==> config.mk <==
export PLATFORM = sky130hd
export DESIGN_NAME = gregorian_date_add_days
export DESIGN_NICKNAME = d
export VERILOG_FILES = /design/src/design/gda_pkg.sv /design/src/design/gregorian_date_add_days.sv /design/src/design/gda_alu.sv
export SDC_FILE = /design/constraint.sdc
export NUM_CORES = 1
export LEC_CHECK = 0
export BUFFER_PORTS_ARGS = -buffer_cell sky130_fd_sc_hd__buf_4
export CAP_MARGIN = 0
export CORE_MARGIN = 3
export CORE_UTILIZATION = 30
export CTS_CLUSTER_SIZE = 40
export DETAILED_ROUTE_END_ITERATION = 16
export GPL_ROUTABILITY_DRIVEN = 0
export GPL_TIMING_DRIVEN = 0
export SYNTH_ARGS = -nofsm -noshare
export SYNTH_HDL_FRONTEND = slang
export SYNTH_SLANG_ARGS = --single-unit
==> constraint.sdc <==
create_clock -name clk -period 6.15 [get_ports clk]
set_input_delay 0.3075 -clock clk [delete_from_list [all_inputs] [get_ports clk]]
set_output_delay 0.3075 -clock clk [all_outputs]
set_load 0.03 [all_outputs]
==> src/design/gda_pkg.sv <==
// ----------------------------------------------------------------------------
// gda_pkg
// Shared types, constants and the month length lookup for the date adder.
// ----------------------------------------------------------------------------
package gda_pkg;

  // Width of the running day remainder; day plus count stays below 2**16.
  localparam int unsigned RemW = 16;

  // Largest year that is carried without wrapping.
  localparam logic [14:0] YearMax = 15'd9999;

  // Year remainder modulo the Gregorian cycle of 400 years.
  localparam logic [8:0] CycleLast = 9'd399;
  localparam logic [RemW-1:0] CycleLen = 16'd400;

  // Month codes that bound the walk.
  localparam logic [3:0] MonthJan = 4'd1;
  localparam logic [3:0] MonthFeb = 4'd2;
  localparam logic [3:0] MonthDec = 4'd12;

  // Month lengths for a common year; code zero is not a month.
  localparam logic [4:0] MonthLenTab [0:12] = '{
    5'd0, 5'd31, 5'd28, 5'd31, 5'd30, 5'd31, 5'd30,
    5'd31, 5'd31, 5'd30, 5'd31, 5'd30, 5'd31
  };

  // Result of the shared subtract and compare unit.
  typedef struct packed {
    logic [RemW-1:0] diff;
    logic            lt;
    logic            zero;
  } alu_res_t;

  // Length of a month; codes outside one to twelve have length zero.
  function automatic logic [4:0] gda_month_len(input logic [3:0] month,
                                               input logic       leap);
    logic [4:0] len;
    len = 5'd0;
    if (month >= MonthJan && month <= MonthDec) begin
      if (month == MonthFeb) begin
        len = leap ? 5'd29 : 5'd28;
      end else begin
        len = MonthLenTab[month];
      end
    end
    return len;
  endfunction

endpackage

==> src/design/gregorian_date_add_days.sv <==
// Throughput: one item at a time; busy stays high until the result strobe.
// The work is done by the single shared subtractor, one step per cycle.
// Reset (rst, synchronous) returns the sequencer to idle and clears done.
// The receiver cannot stall: the result strobe is high for exactly one cycle.
// ----------------------------------------------------------------------------
// gregorian_date_add_days
// Adds a day count to a Gregorian date by walking month by month, taking
// each month's length off the remainder with one shared subtractor.
// ----------------------------------------------------------------------------
module gregorian_date_add_days
  import gda_pkg::*;
(
  input  logic        clk,
  input  logic        rst,
  input  logic        start,
  input  logic [13:0] start_year,
  input  logic [3:0]  start_month,
  input  logic [4:0]  start_day,
  input  logic [14:0] days_to_add,
  output logic        busy,
  output logic        done,
  output logic [13:0] end_year,
  output logic [3:0]  end_month,
  output logic [4:0]  end_day,
  output logic        year_overflow
);

  localparam logic [1:0] StIdle = 2'd0;
  localparam logic [1:0] StMod  = 2'd1;
  localparam logic [1:0] StWalk = 2'd2;

  logic [1:0]      state, state_next;
  logic            done_next;
  logic [13:0]     year;
  logic [3:0]      month;
  logic [RemW-1:0] remain;
  logic [8:0]      r400;
  logic [RemW-1:0] rmod;
  logic            ovf;

  logic [RemW-1:0] alu_a, alu_b;
  alu_res_t        alu_res;
  logic            leap;
  logic [4:0]      mlen;
  logic [14:0]     year_inc;
  logic            year_wrap;
  logic            accept;

  assign accept = start && !busy;
  assign busy   = (state != StIdle);

  // Leap when the year is a multiple of 4 and not of 100, or of 400.
  assign leap = (r400[1:0] == 2'b00) &&
                (r400 != 9'd100) && (r400 != 9'd200) && (r400 != 9'd300);
  assign mlen = gda_month_len(month, leap);

  // Next year, wrapping to zero past the largest year.
  assign year_inc  = {1'b0, year} + 15'd1;
  assign year_wrap = (year_inc > YearMax);

  // Operand select for the shared unit.
  always_comb begin
    if (state == StMod) begin
      alu_a = rmod;
      alu_b = CycleLen;
    end else begin
      alu_a = remain;
      alu_b = {{(RemW-5){1'b0}}, mlen};
    end
  end

  gda_alu u_alu (
    .a   (alu_a),
    .b   (alu_b),
    .res (alu_res)
  );

  // Sequencer next state.
  always_comb begin
    state_next = state;
    done_next  = 1'b0;
    case (state)
      StIdle: begin
        if (start) begin
          state_next = StMod;
        end
      end
      StMod: begin
        if (alu_res.lt) begin
          state_next = StWalk;
        end
      end
      StWalk: begin
        if (alu_res.lt || alu_res.zero) begin
          state_next = StIdle;
          done_next  = 1'b1;
        end
      end
      default: begin
        state_next = StIdle;
      end
    endcase
  end

  // Control registers.
  always_ff @(posedge clk) begin
    if (rst) begin
      state <= StIdle;
      done  <= 1'b0;
    end else begin
      state <= state_next;
      done  <= done_next;
    end
  end

  // Working registers of the date walk.
  always_ff @(posedge clk) begin
    if (accept) begin
      year   <= start_year;
      month  <= start_month;
      remain <= {{(RemW-5){1'b0}}, start_day} + {1'b0, days_to_add};
      rmod   <= {2'b00, start_year};
      ovf    <= 1'b0;
    end else if (state == StMod) begin
      if (!alu_res.lt) begin
        rmod <= alu_res.diff;
      end else begin
        r400 <= rmod[8:0];
      end
    end else if (state == StWalk && !(alu_res.lt || alu_res.zero)) begin
      remain <= alu_res.diff;
      if (month >= MonthDec) begin
        month <= MonthJan;
        if (year_wrap) begin
          year <= '0;
          r400 <= '0;
          ovf  <= 1'b1;
        end else begin
          year <= year_inc[13:0];
          r400 <= (r400 == CycleLast) ? 9'd0 : r400 + 9'd1;
        end
      end else begin
        month <= month + 4'd1;
      end
    end
  end

  assign end_year      = year;
  assign end_month     = month;
  assign end_day       = remain[4:0];
  assign year_overflow = ovf;

`ifndef ASSERT_OFF
  // The result strobe only comes once the sequencer is back to idle.
  a_done_idle: assert property (@(posedge clk) disable iff (rst) done |-> !busy)
    else $error("done raised while busy");

  // The final remainder always fits in the day field.
  a_day_fits: assert property (@(posedge clk) disable iff (rst)
    done |-> (remain[RemW-1:5] == '0))
    else $error("day remainder too wide at done");

  // The 400-year remainder stays reduced during the walk.
  a_r400_range: assert property (@(posedge clk) disable iff (rst)
    (state == StWalk) |-> (r400 <= CycleLast))
    else $error("year remainder out of range");

  // An accepted item makes the block busy on the next cycle.
  a_accept_busy: assert property (@(posedge clk) disable iff (rst) accept |=> busy)
    else $error("accepted item did not start");

  // The strobe lasts a single cycle.
  a_done_pulse: assert property (@(posedge clk) disable iff (rst) done |=> !done)
    else $error("done held for more than one cycle");
`endif

endmodule

==> src/design/gda_alu.sv <==
// ----------------------------------------------------------------------------
// gda_alu
// Shared subtractor with less-than and zero flags, used both for the year
// reduction modulo 400 and for taking month lengths off the day remainder.
// ----------------------------------------------------------------------------
module gda_alu
  import gda_pkg::*;
(
  input  logic [RemW-1:0] a,
  input  logic [RemW-1:0] b,
  output alu_res_t        res
);

  logic [RemW:0] wide;

  // One subtraction; the borrow out tells that a is below b.
  assign wide     = {1'b0, a} - {1'b0, b};
  assign res.diff = wide[RemW-1:0];
  assign res.lt   = wide[RemW];
  assign res.zero = (wide[RemW-1:0] == '0);

endmodule

# [Word-level counts from Yosys, hierarchy flattened]
# Memory sizes are Yosys's and may differ from the RTL's.
# Index checks and enable logic that the tools add are counted.
[word_totals] reg_bits=63 romBits=80 word_cells=96 n_memories=1
[op_classes] addsub=5 order_cmp=5 eq_ne=12 muxes=33 bitwise_logic=5 reduce_logical=26
[mem_list] name="(no name shown)" words=16 word_bits=5 read_ports=1 rd_ports_with_merged_regs=0 write_ports=0 line_no="gda_pkg.sv:44" text="len = MonthLenTab[month];"
[op_table] op="two-way mux 14 bit" count=8
[op_table] op="two-way mux 16 bit" count=4
[op_table] op="two-way mux 9 bit" count=7
[op_table] op="two-way mux 5 bit" count=4
[op_table] op="subtractor 16 x 9 -> 17 bit" count=1
[op_table] op="adder 5 x 15 -> 16 bit" count=1
[op_table] op="logical NOT 16 bit" count=1
[op_table] op="two-way mux 4 bit" count=4
[op_table] op="adder 14 x 1 -> 15 bit (second input constant)" count=1
[op_table] op="> comparator 15 x 14 -> 1 bit (second input constant)" count=1
[op_table] op="nonzero test 2 bit" count=6
[op_table] op="adder 9 x 1 -> 9 bit (second input constant)" count=1
[op_table] op="equality test 9 bit (second input constant)" count=1
[op_table] op="inequality test 9 x 7 -> 1 bit (second input constant)" count=1
[op_table] op="inequality test 9 x 8 -> 1 bit (second input constant)" count=1
[op_table] op="inequality test 9 bit (second input constant)" count=1
[op_table] op="inequality test 2 bit (second input constant)" count=4
[op_table] op="AND reduction 4 bit" count=2
[op_table] op="logical AND 1 bit" count=6
[op_table] op="two-way mux 2 bit" count=3
[op_table] op="one-hot mux 2 bit (3 select lines)" count=1
[op_table] op="AND reduction 2 bit" count=3
[op_table] op="AND reduction 3 bit" count=2
[op_table] op=">= comparator 5 bit (second input constant)" count=1
[op_table] op="15 further kinds" count=21

# [Depth between registers and ports, before layout]
[logic_depth] depth_word=16 mapped_depth=16

# [Hierarchy]
# Synthesis repeated with hierarchy kept, for this count alone.
[unflattened] hier_cells=575 hier_area_um2=5038.6
[modules_own_cells] module="gregorian_date_add_days" instances=1 cells_each=452 area_per_inst_um2=4165.2 seq_area_each_um2=1831.8
[modules_own_cells] module="gda_alu" instances=1 cells_each=123 area_per_inst_um2=873.3 seq_area_each_um2=0.0

# [Least setup slack after synthesis]
# OpenSTA, ideal clock, no wires.
[synth_path] path_kind="reg2reg" startpoint="register month[0] (netlist: end_month[0])" endpoint="register year[0] (netlist: end_year[0]), enable pin" setup_time_ns=0.404 t_arrival_ns=4.227 path_slack_ns=1.519 path_stages_with_launch=17 n_path_buf=0 period_less_slack_ns=4.631 cell_sequence="edfxtp_1 inv_1 ha_1 nand2_1 nor2_1 nor3_1 and2_1 ha_1 inv_1 fa_1 a211o_1 o211ai_1 a211o_1 nand3_1 nor4b_1 and4b_1 o21ai_0"
[synth_between] elab_chain_cells=14 word_cells_on_any_way=20
[synth_lines] element="from (decl)" line_no="gregorian_date_add_days.sv:35" text="logic [3:0] month;"
[synth_lines] element="from (signal assigned)" line_no="gregorian_date_add_days.sv:120" text="month <= start_month;"
[synth_lines] element="from (signal assigned)" line_no="gregorian_date_add_days.sv:133" text="month <= MonthJan;"
[synth_lines] element="from (signal assigned)" line_no="gregorian_date_add_days.sv:143" text="month <= month + 4'd1;"
[synth_lines] element="NOT 4 -> 5 bit (not written as such)" line_no="gda_pkg.sv:44"
[synth_lines] element="memory (16 x 5 bit)"
[synth_lines] element="two-way mux 5 bit (not written as such) (2 in a row)" line_no="gda_pkg.sv:44"
[synth_lines] element="two-way mux 5 bit" line_no="gda_pkg.sv:41" text="if (month == MonthFeb) begin"
[synth_lines] element="two-way mux 5 bit" line_no="gda_pkg.sv:40" text="if (month >= MonthJan && month <= MonthDec) begin"
[synth_lines] element="two-way mux 9 bit" line_no="gregorian_date_add_days.sv:63" text="if (state == StMod) begin"
[synth_lines] element="subtractor 16 x 9 -> 17 bit" line_no="gda_alu.sv:17" text="assign wide = {1'b0, a} - {1'b0, b};"
[synth_lines] element="logical NOT 16 bit" line_no="gda_alu.sv:20" text="assign res.zero = (wide[RemW-1:0] == '0);"
[synth_lines] element="logical OR 1 bit" line_no="gregorian_date_add_days.sv:130" text="end else if (state == StWalk && !(alu_res.lt || alu_res.zero)) begin"
[synth_lines] element="logical NOT 1 bit" line_no="gregorian_date_add_days.sv:130"
[synth_lines] element="logical AND 1 bit" line_no="gregorian_date_add_days.sv:130"
[synth_lines] element="nonzero test 2 bit (no source line)"
[synth_lines] element="AND reduction 3 bit (no source line) (*)"
[synth_lines] element="to (signal assigned)" line_no="gregorian_date_add_days.sv:119" text="year <= start_year;"
[synth_lines] element="to (signal assigned)" line_no="gregorian_date_add_days.sv:139" text="year <= year_inc[13:0];"
[synth_lines] element="to (decl)" line_no="gregorian_date_add_days.sv:34" text="logic [13:0] year;"
# Mark *: on every way between the ends. The rest lies on a longest branch, timed or not. The select of a mux whose other input is x is not followed.
# A chain may end at the register's enable or synchronous reset.

# [Worst setup path after layout]
[layout_path] startpoint="register state[0]" endpoint="register r400[1], enable pin"
[layout_between] elab_chain_cells=9 word_cells_on_any_way=17
[layout_lines] element="from (decl)" line_no="gregorian_date_add_days.sv:32" text="logic [1:0] state, state_next;"
[layout_lines] element="from (signal assigned)" line_no="gregorian_date_add_days.sv:108" text="state <= StIdle;"
[layout_lines] element="from (signal assigned)" line_no="gregorian_date_add_days.sv:111" text="state <= state_next;"
[layout_lines] element="equality test 2 x 1 -> 1 bit" line_no="gregorian_date_add_days.sv:63, gregorian_date_add_days.sv:124"
[layout_lines] element="two-way mux 16 bit or two-way mux 9 bit (tied branches)" line_no="gregorian_date_add_days.sv:63"
[layout_lines] element="subtractor 16 x 9 -> 17 bit" line_no="gda_alu.sv:17"
[layout_lines] element="logical NOT 16 bit" line_no="gda_alu.sv:20"
[layout_lines] element="logical OR 1 bit" line_no="gregorian_date_add_days.sv:130"
[layout_lines] element="logical NOT 1 bit" line_no="gregorian_date_add_days.sv:130"
[layout_lines] element="logical AND 1 bit" line_no="gregorian_date_add_days.sv:130"
[layout_lines] element="nonzero test 2 bit (no source line)"
[layout_lines] element="AND reduction 4 bit (no source line) (*)"
[layout_lines] element="to (signal assigned)" line_no="gregorian_date_add_days.sv:128" text="r400 <= rmod[8:0];"
[layout_lines] element="to (signal assigned)" line_no="gregorian_date_add_days.sv:140" text="r400 <= (r400 == CycleLast) ? 9'd0 : r400 + 9'd1;"
[layout_lines] element="to (decl)" line_no="gregorian_date_add_days.sv:37" text="logic [8:0] r400;"
# Mark *: on every way between the ends. The rest lies on a longest branch, timed or not.

==> key figures <==
Status
  – Status: finished clean

Drt
  – DRT antenna net count: 0
  – 1st-iter DRT viols: between 200 and 300
  – Drt wl/cell: approximately 17 um
  – Detailed Routing Iterations Pass 1: 5
  – Drt drc: 0
  – Via/cell ratio: ~5.3
  – Final WL: approximately 13000 um
  – DR vias: between 4000 and 5000

Yosys
  – Top-area cell type share of the netlist area: 0.376
  – Yosys reg bits: between 60 and 70
  – Async set or reset register ratio after synthesis: 0
  – Post-synth EDFFs: 57
  – Most used DFF post-synth: edfxtp_1
  – Sequential fraction of the synthesis area: 0.402
  – Largest area contributor in the netlist: edfxtp_1
  – Synth Area per Inst: 9.11 um2
  – Net Count, Synth: between 500 and 600
  – Distinct cells, synth: 59
  – Cell area after synthesis: approximately 4600 um2
  – Synth top area cells: edfxtp_1 38%, nand2_1 5.9%, xnor2_1 5.0%
  – Syn. warnings: 0
  – Synth Instances: 500

CTS
  – Clock latency on the worst-skew pair: between 0.3 and 0.4 ns
  – CTS tree: built
  – Post-CTS sizing: 0
  – Maximum buffer depth of the clock tree: 2
  – CTS clk-pin slew, worst paths: around 0.050 ns
  – Clock sinks: 63
  – Post-CTS setup buffers: 0
  – CTS Hold Bufs: 0
  – CTS Buf Count: 9
  – H-tree levels: 3
  – Clk root buf: clkbuf_16

STA
  – Fin crit period: about 5.3 ns
  – Final setup vio count: 0
  – Max Clock Skew: roughly 0.011 ns
  – Post-Route Setup TNS: 0 ns
  – Slew @ Worst Pin: about 0.93 ns
  – Fin crit share: 0.859
  – Hold Vio Cnt, Final: 0
  – Final Max Slew Viols: 0
  – Setup WS post-layout: 0.870 ns
  – RSZ-0062 raised after global routing: false
  – Relative slew slack: 0.378
  – Max Fclk: roughly 190 MHz
  – Worst hold margin: roughly 0.16 ns

Finish
  – Layout Utilization: 0.380
  – Fill cells: ~1500
  – Nets@finish: approximately 640
  – Area growth, synth to finish: 22.8%
  – Final instance area: roughly 5600 um2
  – Commonest non-fill, non-tap cells in the layout: 72 x nand2_1, 71 x buf_4, 57 x edfxtp_1, 44 x nor2_1, 34 x o21ai_0
  – Share of layout cells above drive strength 1: 0.170
  – Ant. Diodes: 0
  – Most common cell after layout, fill and taps aside: nand2_1

Worst setup path
  – Crit-path leading delay family: compound AO/OA/AOI/OAI gates
  – Crit start category: register
  – CP arrival: between 5 and 6 ns
  – Crit-path max FO: 17
  – Worst Setup End Kind: register
  – Critical-path cell list: nor2b_1 > buf_2 > buf_1 > nand2_1 > a21boi_0 > ha_1 > inv_1 > fa_1 > a211o_1 > o211ai_1 > a211o_1 > a31oi_1 > or2_1 > o22ai_1
  – Setup crit start: state[0]$_SDFFE_PP0P_
  – Crit Path Class: reg -> reg
  – Slowest CP cell: or2_1
  – CP peak stage delay: 0.69 ns
  – Critical Path RT: roughly 6.1 ns
  – Cell mode on critical path: a211o_1
  – FF-to-FF Start: state[0]$_SDFFE_PP0P_
  – CP Buf/Inv Count: 3

Floorplan
  – Core Area: ~15000 um2
  – Initial core utilization: 0.310
  – Rows: 44
  – DIE AREA: 16700 um2
  – Ports: 67
  – Chip width: around 130 um
  – Die Height: ~130 um

Placement
  – Placed inst area: about 5300 um2
  – PortBufs: 66
  – Dpl ws: 0.825 ns
  – Hpwl dp: about 10000 um

Power and ir drop
  – Lkg Pwr: between 2 and 2.5 nW
  – Peak VDD IR: about 0.15 mV
  – Cell Pwr Density: around 400 nW/um2

Hold path
  – Hold path start: rst
  – HP Class: in -> reg

Global routing
  – Initial antenna violation count: 0
  – First-pass GRT wire length: 21100 um
  – Vias in the first global route: between 3000 and 4000
  – Largest net degree at the start of global routing: 18
  – Gr usage total: 0.163
  – Congestion Overflow GR: 0

Flow run
  – Max cap viols: 0
## synth_stat cells, types with 2 or more instances
master and count:
nand2_1 72, edfxtp_1 57, nor2_1 44, o21ai_0 35, a21oi_1 27, xnor2_1 26
nand3_1 22, ha_1 18, xor2_1 16, inv_1 15, mux2i_1 14, nor2b_1 12
clkbuf_1 10, and3_1 8, nor3_1 7, dfxtp_1 6, nand2b_1 6, o21ai_1 6
and2_1 5, buf_4 5, nand4_1 5, nor4bb_1 5, or3_1 5, a21o_1 4
a22o_1 4, buf_2 4, nor4_1 4, o31ai_1 4, a211o_1 3, a31oi_1 3
nand3b_1 3, nand4b_1 3, o211ai_1 3, o21a_1 3, o32ai_1 3, a211oi_1 2
a21boi_0 2, a32oi_1 2, and4_1 2, and4b_1 2, fa_1 2, mux2_2 2
o21bai_1 2, o22ai_1 2
## registers in the layout (all words and copies together), names as in the netlist
signal / flops
end_month: 4
r400: 9
state: 2
remain: 16
done: 1
year_overflow: 1
rmod: 16
end_year: 14
## report_power, final
part / switching (W) / internal (W)
sequential: 0.000111 / 0.000642
combinational: 0.000582 / 0.000378
clock: 0.000195 / 0.000312
## metal layers
layer | share of wire | global-route usage | wire (um) | up-vias
met5 | 0 | 0 | 0 | -
met4 | 0.019 | 0.0525 | 252 | 0
met3 | 0.054 | 0.0284 | 722 | 18
met2 | 0.48 | 0.270 | 6400 | 151
met1 | 0.45 | 0.217 | 6040 | 1902
li1 | - | - | - | 1991
## path summary, 6_finish.rpt
check,endpoint,slack [ns],cells after the start
worst max-delay path,r400[1]$_DFFE_PP_,0.87,14
worst min-delay path,state[0]$_SDFFE_PP0P_,0.16,2
worst min register to register,year_overflow$_SDFFE_PP0P_,0.51,1
worst max register to register,r400[1]$_DFFE_PP_,0.87,14
## through the flow
| stage | power [W] | instances |
|---|---|---|
| after floorplan | 0.00140 | 500 |
| after global placement | 0.00168 | 750 |
| after detailed placement | 0.00170 | 751 |
| after CTS | 0.00222 | 767 |
| after global routing | 0.00235 | 767 |
| final | 0.00222 | 767 |
## cell families (layout without fill, tap and decap cells)
kind of cell             count (synthesis)  count (layout)  synth area share
AND/OR/NAND/NOR                        214             214             0.237
flip-flops                              63              63             0.402
XOR/XNOR                                42              42            0.0808
buffers and inverters                   35             118            0.0341
adder cells (fa/ha/maj)                 20              20            0.0583
AO/OA/AOI/OAI                          110             110             0.152
multiplexers                            16              16            0.0357
## cell type report
class / count / area, um2 / share of cell area
flip-flops and latches: 63 / 1830 / 0.328
clock buffers: 10 / 229 / 0.0409
clock inverters: 6 / 61.3 / 0.0110
repair buffers: 67 / 510 / 0.0913
inverters: 15 / 56.3 / 0.0101
plain buffers: 20 / 98.8 / 0.0177
multi-input cells: 402 / 2570 / 0.460
well taps: 184 / 230 / 0.0412
Power figures use the tool's default switching activity.
